File: src/hdl/hsrr_pkg.sv
package hsrr_pkg;

    // fixed point format of t and of the divisor
    localparam int FRAC_BITS = 15;
    localparam int TCW       = FRAC_BITS + 1;          // clamped t, 0..1.0
    localparam int PW        = 2 * TCW;                // product width
    localparam int DW        = FRAC_BITS + 2;          // divisor, up to 3.0
    localparam int DSW       = FRAC_BITS + 5;          // signed divisor work width
    localparam int MW        = 8;                      // pixel / magnitude width
    localparam int QB        = 9;                      // quotient bits kept
    localparam int NW        = MW + FRAC_BITS;         // numerator width
    localparam int CMPW      = DW + QB + 1;            // compare width in the divider

    // queue between front and back, depth is a power of two
    localparam int Q_AW      = 2;
    localparam int Q_DEPTH   = 1 << Q_AW;

    localparam logic [TCW-1:0] ONE_Q = TCW'(1) << FRAC_BITS;
    localparam longint KNEE_L =
        (64'd859734 * (64'd1 << FRAC_BITS) + 64'd500000) / 64'd1000000;
    localparam logic [TCW-1:0] BOOST_KNEE = TCW'(KNEE_L);

    // configuration register indexes
    localparam logic [2:0] REG_AIR_RED   = 3'd0;
    localparam logic [2:0] REG_AIR_GREEN = 3'd1;
    localparam logic [2:0] REG_AIR_BLUE  = 3'd2;
    localparam logic [2:0] REG_BOOST     = 3'd3;
    localparam logic [2:0] REG_LOW_LIGHT = 3'd4;

    // one channel of I - A as sign and magnitude
    typedef struct packed {
        logic          neg;
        logic [MW-1:0] mag;
    } diff_t;

    // item handed from the front part to the back part
    typedef struct packed {
        logic [DW-1:0] div;
        diff_t [2:0]   diff;
    } work_t;

    // queue status toward the front part
    typedef struct packed {
        logic full;
        logic empty;
    } queue_stat_t;

endpackage

File: src/hdl/hsrr_front.sv
module hsrr_front (
    input  logic                      aclk,
    input  logic                      aresetn,
    input  logic                      in_valid,
    output logic                      in_ready,
    input  logic [7:0]                pix_red,
    input  logic [7:0]                pix_green,
    input  logic [7:0]                pix_blue,
    input  logic [15:0]               transmission,
    input  logic [2:0][7:0]           airlight,
    input  logic                      boost_enable,
    input  logic                      low_light_mode,
    input  hsrr_pkg::queue_stat_t     q_stat,
    output logic                      push,
    output hsrr_pkg::work_t           push_data
);

    logic                          v1_reg, v2_reg, v3_reg, v4_reg;
    logic [hsrr_pkg::TCW-1:0]      t1_reg, t2_reg, t3_reg;
    logic [hsrr_pkg::PW-1:0]       tt2_reg, tt3_reg, ttt3_reg;
    hsrr_pkg::diff_t [2:0]         d1_reg, d2_reg, d3_reg;
    hsrr_pkg::work_t               w4_reg;
    logic                          adv;
    logic [hsrr_pkg::TCW-1:0]      t_clamp;
    logic [2:0][7:0]               pix_in;
    hsrr_pkg::diff_t [2:0]         diff_in;
    logic signed [hsrr_pkg::DSW-1:0] d_lin, d_hi, d_lo, d_sel;
    logic [hsrr_pkg::TCW-1:0]      t3q;

    // whole front pipeline stalls only when its last item cannot enter the queue
    assign adv      = !(v4_reg && q_stat.full);
    assign in_ready = adv;
    assign push     = v4_reg && !q_stat.full;
    assign push_data = w4_reg;

    // clamp t and form I - A per channel (I inverted in low light mode)
    always_comb begin
        t_clamp = (32'(transmission) > 32'(hsrr_pkg::ONE_Q)) ? hsrr_pkg::ONE_Q
                                                              : hsrr_pkg::TCW'(transmission);
        pix_in = {pix_blue, pix_green, pix_red};
        for (int c = 0; c < 3; c++) begin
            logic [7:0] p;
            p = low_light_mode ? (8'd255 - pix_in[c]) : pix_in[c];
            diff_in[c].neg = p < airlight[c];
            diff_in[c].mag = (p < airlight[c]) ? (airlight[c] - p) : (p - airlight[c]);
        end
    end

    // divisor from t, plain or boosted
    always_comb begin
        t3q   = hsrr_pkg::TCW'(ttt3_reg >> hsrr_pkg::FRAC_BITS);
        d_lin = hsrr_pkg::DSW'(t3_reg);
        d_lo  = hsrr_pkg::DSW'(tt3_reg >> (hsrr_pkg::FRAC_BITS - 1));
        d_hi  = (hsrr_pkg::DSW'(t3_reg) <<< 3) - hsrr_pkg::DSW'(3 * hsrr_pkg::ONE_Q)
              - (hsrr_pkg::DSW'(t3q) <<< 1);
        if (!boost_enable) begin
            d_sel = d_lin;
        end else if (t3_reg <= hsrr_pkg::BOOST_KNEE) begin
            d_sel = d_lo;
        end else begin
            d_sel = d_hi;
        end
        if (d_sel < 0) begin
            d_sel = '0;
        end
    end

    // valid bits
    always_ff @(posedge aclk) begin
        if (!aresetn) begin
            v1_reg <= 1'b0;
            v2_reg <= 1'b0;
            v3_reg <= 1'b0;
            v4_reg <= 1'b0;
        end else if (adv) begin
            v1_reg <= in_valid;
            v2_reg <= v1_reg;
            v3_reg <= v2_reg;
            v4_reg <= v3_reg;
        end
    end

    // payload: t^2 then t^3, then the divisor
    always_ff @(posedge aclk) begin
        if (adv) begin
            t1_reg   <= t_clamp;
            d1_reg   <= diff_in;
            t2_reg   <= t1_reg;
            d2_reg   <= d1_reg;
            tt2_reg  <= t1_reg * t1_reg;
            t3_reg   <= t2_reg;
            d3_reg   <= d2_reg;
            tt3_reg  <= tt2_reg;
            ttt3_reg <= hsrr_pkg::TCW'(tt2_reg >> hsrr_pkg::FRAC_BITS) * t2_reg;
            w4_reg.div  <= hsrr_pkg::DW'(d_sel);
            w4_reg.diff <= d3_reg;
        end
    end

endmodule

File: src/hdl/hsrr_queue.sv
module hsrr_queue (
    input  logic                  aclk,
    input  logic                  aresetn,
    input  logic                  push,
    input  hsrr_pkg::work_t       push_data,
    input  logic                  pop,
    output hsrr_pkg::work_t       pop_data,
    output hsrr_pkg::queue_stat_t stat
);

    hsrr_pkg::work_t mem [hsrr_pkg::Q_DEPTH];
    logic [hsrr_pkg::Q_AW-1:0] wr_reg, rd_reg;
    logic [hsrr_pkg::Q_AW:0]   cnt_reg;
    logic                      do_push, do_pop;

    assign stat.full  = cnt_reg == (hsrr_pkg::Q_AW+1)'(hsrr_pkg::Q_DEPTH);
    assign stat.empty = cnt_reg == '0;
    assign do_push    = push && !stat.full;
    assign do_pop     = pop && !stat.empty;
    assign pop_data   = mem[rd_reg];

    // pointers and fill count
    always_ff @(posedge aclk) begin
        if (!aresetn) begin
            wr_reg  <= '0;
            rd_reg  <= '0;
            cnt_reg <= '0;
        end else begin
            if (do_push) wr_reg <= wr_reg + hsrr_pkg::Q_AW'(1);
            if (do_pop)  rd_reg <= rd_reg + hsrr_pkg::Q_AW'(1);
            cnt_reg <= cnt_reg + (hsrr_pkg::Q_AW+1)'(do_push)
                               - (hsrr_pkg::Q_AW+1)'(do_pop);
        end
    end

    // storage
    always_ff @(posedge aclk) begin
        if (do_push) begin
            mem[wr_reg] <= push_data;
        end
    end

endmodule

File: src/hdl/hsrr_back.sv
module hsrr_back (
    input  logic                  aclk,
    input  logic                  aresetn,
    input  hsrr_pkg::queue_stat_t q_stat,
    input  hsrr_pkg::work_t       q_data,
    output logic                  pop,
    input  logic [2:0][7:0]       airlight,
    output logic                  out_valid,
    input  logic                  out_ready,
    output logic [2:0][7:0]       out_pix
);

    localparam int NS = hsrr_pkg::QB + 1;

    typedef struct packed {
        logic                     neg;
        logic                     sat;
        logic                     zero;
        logic [hsrr_pkg::NW-1:0]  rem;
        logic [hsrr_pkg::QB-1:0]  quo;
    } lane_t;

    lane_t [2:0]              ln_reg [NS];
    lane_t [2:0]              ln_next [NS];
    logic [hsrr_pkg::DW-1:0]  dv_reg [NS];
    logic [NS-1:0]            v_reg;
    logic                     ov_reg;
    logic [2:0][7:0]          op_reg;
    logic                     adv;
    logic [2:0][7:0]          res;

    assign adv       = !ov_reg || out_ready;
    assign pop       = adv && !q_stat.empty;
    assign out_valid = ov_reg;
    assign out_pix   = op_reg;

    // entry check and one restoring step per stage
    always_comb begin
        for (int c = 0; c < 3; c++) begin
            logic [hsrr_pkg::NW-1:0] n0;
            n0 = hsrr_pkg::NW'(q_data.diff[c].mag) << hsrr_pkg::FRAC_BITS;
            ln_next[0][c].neg  = q_data.diff[c].neg;
            ln_next[0][c].zero = q_data.diff[c].mag == '0;
            ln_next[0][c].sat  = hsrr_pkg::CMPW'(n0) >=
                                 (hsrr_pkg::CMPW'(q_data.div) << hsrr_pkg::QB);
            ln_next[0][c].rem  = n0;
            ln_next[0][c].quo  = '0;
        end
        for (int s = 1; s < NS; s++) begin
            for (int c = 0; c < 3; c++) begin
                logic [hsrr_pkg::CMPW-1:0] sh;
                sh = hsrr_pkg::CMPW'(dv_reg[s-1]) << (hsrr_pkg::QB - s);
                ln_next[s][c] = ln_reg[s-1][c];
                if (hsrr_pkg::CMPW'(ln_reg[s-1][c].rem) >= sh) begin
                    ln_next[s][c].rem = ln_reg[s-1][c].rem - hsrr_pkg::NW'(sh);
                    ln_next[s][c].quo[hsrr_pkg::QB-s] = 1'b1;
                end
            end
        end
    end

    // add the airlight back and clip
    always_comb begin
        for (int c = 0; c < 3; c++) begin
            lane_t l;
            logic [hsrr_pkg::QB:0] qq;
            logic [hsrr_pkg::QB:0] sum;
            l   = ln_reg[NS-1][c];
            qq  = (hsrr_pkg::QB+1)'(l.quo) + (hsrr_pkg::QB+1)'(l.rem != '0);
            sum = (hsrr_pkg::QB+1)'(airlight[c]) + (hsrr_pkg::QB+1)'(l.quo);
            if (l.zero) begin
                res[c] = airlight[c];
            end else if (l.neg) begin
                res[c] = (l.sat || qq >= (hsrr_pkg::QB+1)'(airlight[c])) ? 8'd0
                         : 8'((hsrr_pkg::QB+1)'(airlight[c]) - qq);
            end else begin
                res[c] = (l.sat || sum > (hsrr_pkg::QB+1)'(255)) ? 8'd255 : 8'(sum);
            end
        end
    end

    // valid chain
    always_ff @(posedge aclk) begin
        if (!aresetn) begin
            v_reg  <= '0;
            ov_reg <= 1'b0;
        end else if (adv) begin
            v_reg  <= {v_reg[NS-2:0], !q_stat.empty};
            ov_reg <= v_reg[NS-1];
        end
    end

    // divider stages and output register
    always_ff @(posedge aclk) begin
        if (adv) begin
            ln_reg[0] <= ln_next[0];
            dv_reg[0] <= q_data.div;
            for (int s = 1; s < NS; s++) begin
                ln_reg[s] <= ln_next[s];
                dv_reg[s] <= dv_reg[s-1];
            end
            op_reg <= res;
        end
    end

endmodule

File: src/hdl/haze_scene_radiance_recovery.sv
// channel   direction  tdata / tuser contents
// s_        in         tdata: pix_red, pix_green, pix_blue, transmission (40 bits)
// m_        out        tdata: out_red, out_green, out_blue (24 bits)
// cfg_      in         cfg_index 0..4 selects airlight r/g/b, boost, low light
//
// one item per clock sustained while m_tready stays high; from s_ to m_ an
// item passes 4 front stages (clamp, t^2, t^3, divisor), the queue,
// an entry check and 9 restoring steps (one quotient bit each, all three
// channels together) in the back part, then the output register.
// aresetn is synchronous; it empties the pipes and the queue and loads the
// airlight registers with 255. a stalled m_ side backs up the divider, then
// the queue, and only then drops s_tready.
module haze_scene_radiance_recovery (
    input  logic        aclk,
    input  logic        aresetn,
    input  logic        s_tvalid,
    output logic        s_tready,
    input  logic [39:0] s_tdata,   // pix_red, pix_green, pix_blue, transmission
    output logic        m_tvalid,
    input  logic        m_tready,
    output logic [23:0] m_tdata,   // out_red, out_green, out_blue
    input  logic        cfg_we,
    input  logic [2:0]  cfg_index,
    input  logic [7:0]  cfg_data
);

    logic [2:0][7:0]       air_reg;
    logic                  boost_reg;
    logic                  low_reg;
    logic                  push, pop;
    hsrr_pkg::work_t       push_data, pop_data;
    hsrr_pkg::queue_stat_t q_stat;
    logic [2:0][7:0]       out_pix;

    // configuration registers
    always_ff @(posedge aclk) begin
        if (!aresetn) begin
            air_reg   <= {8'd255, 8'd255, 8'd255};
            boost_reg <= 1'b0;
            low_reg   <= 1'b0;
        end else if (cfg_we) begin
            case (cfg_index)
                hsrr_pkg::REG_AIR_RED:   air_reg[0] <= cfg_data;
                hsrr_pkg::REG_AIR_GREEN: air_reg[1] <= cfg_data;
                hsrr_pkg::REG_AIR_BLUE:  air_reg[2] <= cfg_data;
                hsrr_pkg::REG_BOOST:     boost_reg  <= cfg_data[0];
                hsrr_pkg::REG_LOW_LIGHT: low_reg    <= cfg_data[0];
                default: ;
            endcase
        end
    end

    hsrr_front u_front (
        .aclk           (aclk),
        .aresetn        (aresetn),
        .in_valid       (s_tvalid),
        .in_ready       (s_tready),
        .pix_red        (s_tdata[7:0]),
        .pix_green      (s_tdata[15:8]),
        .pix_blue       (s_tdata[23:16]),
        .transmission   (s_tdata[39:24]),
        .airlight       (air_reg),
        .boost_enable   (boost_reg),
        .low_light_mode (low_reg),
        .q_stat         (q_stat),
        .push           (push),
        .push_data      (push_data)
    );

    hsrr_queue u_queue (
        .aclk      (aclk),
        .aresetn   (aresetn),
        .push      (push),
        .push_data (push_data),
        .pop       (pop),
        .pop_data  (pop_data),
        .stat      (q_stat)
    );

    hsrr_back u_back (
        .aclk      (aclk),
        .aresetn   (aresetn),
        .q_stat    (q_stat),
        .q_data    (pop_data),
        .pop       (pop),
        .airlight  (air_reg),
        .out_valid (m_tvalid),
        .out_ready (m_tready),
        .out_pix   (out_pix)
    );

    assign m_tdata = {out_pix[2], out_pix[1], out_pix[0]};

endmodule

File: config.mk
export PLATFORM = sky130hd
export DESIGN_NAME = haze_scene_radiance_recovery
export DESIGN_NICKNAME = d
export VERILOG_FILES = /design/src/hdl/hsrr_pkg.sv /design/src/hdl/hsrr_front.sv /design/src/hdl/hsrr_queue.sv /design/src/hdl/hsrr_back.sv /design/src/hdl/haze_scene_radiance_recovery.sv
export SDC_FILE = /design/constraint.sdc
export NUM_CORES = 2
export LEC_CHECK = 0
export BUFFER_PORTS_ARGS = -buffer_cell sky130_fd_sc_hd__buf_2
export CORE_MARGIN = 4
export CORE_UTILIZATION = 40
export CTS_CLUSTER_SIZE = 16
export DETAILED_ROUTE_END_ITERATION = 10
export RECOVER_POWER = 25
export SETUP_SLACK_MARGIN = 0.3
export SYNTH_ARGS = -nofsm -noshare
export SYNTH_HDL_FRONTEND = slang
export SYNTH_HIERARCHICAL = 1
export SYNTH_SLANG_ARGS = --single-unit
File: constraint.sdc
create_clock -name aclk -period 40 [get_ports aclk]
set_clock_uncertainty 0.05 [all_clocks]
set_input_delay 6 -clock aclk [delete_from_list [all_inputs] [get_ports aclk]]
set_output_delay 6 -clock aclk [all_outputs]
set_load 0.02 [all_outputs]
==> flow_summary.json <==
{
  "placed_area_mm2": 0.0951,
  "gp_congestion": 0.916,
  "synthesis.area_mm2": 0.0913,
  "synth_top_area_share_pct": 44.0,
  "synth_seq_cells": 1388,
  "ctsRootBufferMaster": "clkbuf_16",
  "maximum_number_of_pins_on_one_net_before_global_route_repair": 197,
  "power.static_leakage_uw": 0.0429,
  "core_area_mm2": 0.227,
  "worst-slew-pin-transition_ns": 3.38,
  "postSynth.asyncResetShare_pct": 0,
  "whs_endpoint": "u_back/ln_reg[4][102]$_DFFE_PN_",
  "drc_errors": 0,
  "worst_hold_launch": "u_back/ln_reg[3][102]$_DFFE_PN_",
  "slew_headroom_pct": -125,
  "post-cts-setup-buffers": 0,
  "grt_antenna_before_repair": 3,
  "synth_edf_count": 1338,
  "worst-endpoint-arrival_ns": 3.16,
  "drt_wl_total_mm": 225,
  "cts_tree": "built",
  "period_minus_slack_ns": 9.21,
  "yosysTopAreaCell": "edfxtp_1",
  "cts_inserted_buffers": 151,
  "nets": 9372,
  "timing.final.hold_violations": 0,
  "clock_tree.buffer_depth": 3,
  "largest_register_ff_count": 762,
  "timing.critical_path.fanout_max": 27,
  "synth_cells": 8018,
  "failed_checks": "max-capacitance violations, max-slew violations",
  "final_max_slew_viol_count": 105,
  "syn-num-nets": 9269,
  "post-synth-top-count-cell": "edfxtp_1",
  "htree_num_levels": 4,
  "fmax_mhz": 109,
  "rsz0062_at_grt": "false",
  "power_per_cell_area_mw_per_mm2": 87.6,
  "drive_gt1_share_pct": 7.88,
  "sinks_on_clock_net": 1388,
  "initial_util_pct": 40.2,
  "setup_viol": 0,
  "global_route_wire_length_before_repair_mm": 350,
  "grt_pass1_vias": 60300,
  "setup.reg_to_reg.worst_slack_ns": 32.74,
  "worstSetupStartpointType": "register",
  "area_growth_syn_to_fin_pct": 9.61,
  "remaining_global_route_overflow": 0,
  "drv.max_cap_violation_count": 2,
  "dr_total_vias": 59900,
  "totalNegativeSetupSlack_ns": 0,
  "placementRows": 175,
  "timing.reg2reg.worst_path_depth": 22,
  "seq_area_frac_synth_pct": 45.1,
  "die_w_um": 486,
  "post_cts_resize_count": 0,
  "insertion_delay_ns": 0.79,
  "dieArea_mm2": 0.236,
  "detail_route.first_pass.iterations": 6,
  "holdPathStages": 0,
  "clk_transition_reported_paths_ns": 0.06,
  "result_of_the_run": "finished, violations left",
  "detailedRoute.firstIterationViolations": 4493,
  "boundaryPins": 82,
  "worst_hold_path_type": "register to register",
  "detail_route.wl_per_cell_um": 20.0,
  "cts_hold_buffers": 0,
  "post_drt_via_cell_ratio": 5.32,
  "dp_hpwl_mm": 172,
  "die_h_um": 486,
  "post-route-period-util_pct": 23.0,
  "number_of_unique_standard_cell_types_used_by_synthesis": 118,
  "ant_nets": 0,
  "critPathRequiredTime_ns": 33.95,
  "port_buffers": 81,
  "endpoint_kind": "output port",
  "groute.usage.overall_pct": 18.9,
  "vdd_ir_drop_max_mv": 0.0691,
  "timing.setup.critical_path_class": "register to output port",
  "finalInstanceArea_mm2": 0.100,
  "synth_ff_type": "edfxtp_1",
  "post_synth_most_frequent_cells": "1338 x edfxtp_1, 893 x inv_1, 805 x ha_1, 595 x nand2_1, 531 x a21oi_1",
  "synthesis.yosys.warnings": 6,
  "syn_avg_cell_area_um2": 11.4,
  "regToRegEndpoint": "u_front/tt2_reg[30]$_DFFE_PN_",
  "r2r_start": "u_front/t1_reg[6]$_SDFFCE_PN0N_",
  "top_area_cells_in_the_synthesized_netlist": "edfxtp_1 44%, ha_1 11%, fa_1 8.5%"
}
-- stage by stage --
step	instances	power, uW	setup slack (ns)	util, %	hold slack (ns)
5_1_grt	11300	9500	30.45	44.1	0.372
4_1_cts	11300	8820	31.27	44.1	0.367
3_5_place_dp	11000	7330	30.46	41.8	0.355
2_1_floorplan	8018	6120	9.45	-	0.350
6_report	11300	8770	30.79	44.1	0.365
3_3_place_gp	11000	7260	30.41	41.8	0.351
-- worst max-delay path by stage --
stage / endpoint / slack [ns] / startpoint / cells past startpoint
final: s_tready / 30.79 / u_queue/cnt_reg[2]$_SDFF_PN0_ / 3
after global routing: s_tready / 30.45 / u_queue/cnt_reg[2]$_SDFF_PN0_ / 3
after CTS: u_front/d1_reg[24]$_DFFE_PN_ / 31.27 / s_tdata[16] / 14
after detailed placement: u_front/d1_reg[24]$_DFFE_PN_ / 30.46 / s_tdata[16] / 14
after global placement: u_front/d1_reg[24]$_DFFE_PN_ / 30.41 / s_tdata[16] / 14
after floorplan: u_back/dv_reg[0][0]$_DFFE_PN_ / 9.45 / m_tready / 2
-- power breakdown --
part / leakage (uW) / internal, uW / switching [uW]
clock: 0.00245 / 829 / 603
sequential: 0.0145 / 2330 / 397
combinational: 0.0259 / 2020 / 2590
total: 0.0429 / 5180 / 3590
-- cell families after synthesis --
| group | synth area share [%] |
|---|---|
| simple gates | 10.5 |
| compound gates | 11.3 |
| flops | 45.1 |
| fa+ha+maj | 19.6 |
| buf+inv | 4.57 |
| xor+xnor | 5.01 |
| mux | 4.04 |
-- cells in the final DEF, fill, tap and decap left out, drive strengths merged, types with 46 or more instances in the layout --
cell type and count:
xor2 196, a21o 213, clkbuf 188, a211oi 52
mux2i 59, edfxtp 1338, clkinv 53, o21a 78
xnor2 327, a21oi 536, inv 912, ha 805
nor2 465, o21ai 355, nor4 46, and2 178
mux2 178, nand3 111, dfxtp 50, nand4 66
buf 110, nor3 89, nand2 595, fa 390
nand2b 76, nor2b 154
-- area by class of cell --
| type | instances | area [um^2] |
|---|---|---|
| sequential | 1388 | 41200 |
| inverter | 900 | 3390 |
| tap | 3009 | 3760 |
| fill | 21100 | 127000 |
| multi-input combinational | 5563 | 46000 |
| antenna | 4 | 10.0 |
| clock buffer | 181 | 3930 |
| clock inverter | 97 | 1150 |
| timing repair buffer | 117 | 687 |
-- worst max-delay path, cell delays in order (launching register included) --
cell and delay [ns]:
dfxtp_1 0.38, nor3b_1 0.61, nand2_1 0.93, buf_2 0.45
-- metal layers --
metal	vias up	wire length (um)	share of wire (%)	global-route usage, %
li1	28700	-	-	-
met1	29400	97800	43	24.7
met2	1429	111000	49	32.5
met3	356	9060	4.0	2.29
met4	2	7490	3.3	6.20
met5	-	13	0.0058	0
Note: power is estimated with default switching activity, not from simulation.
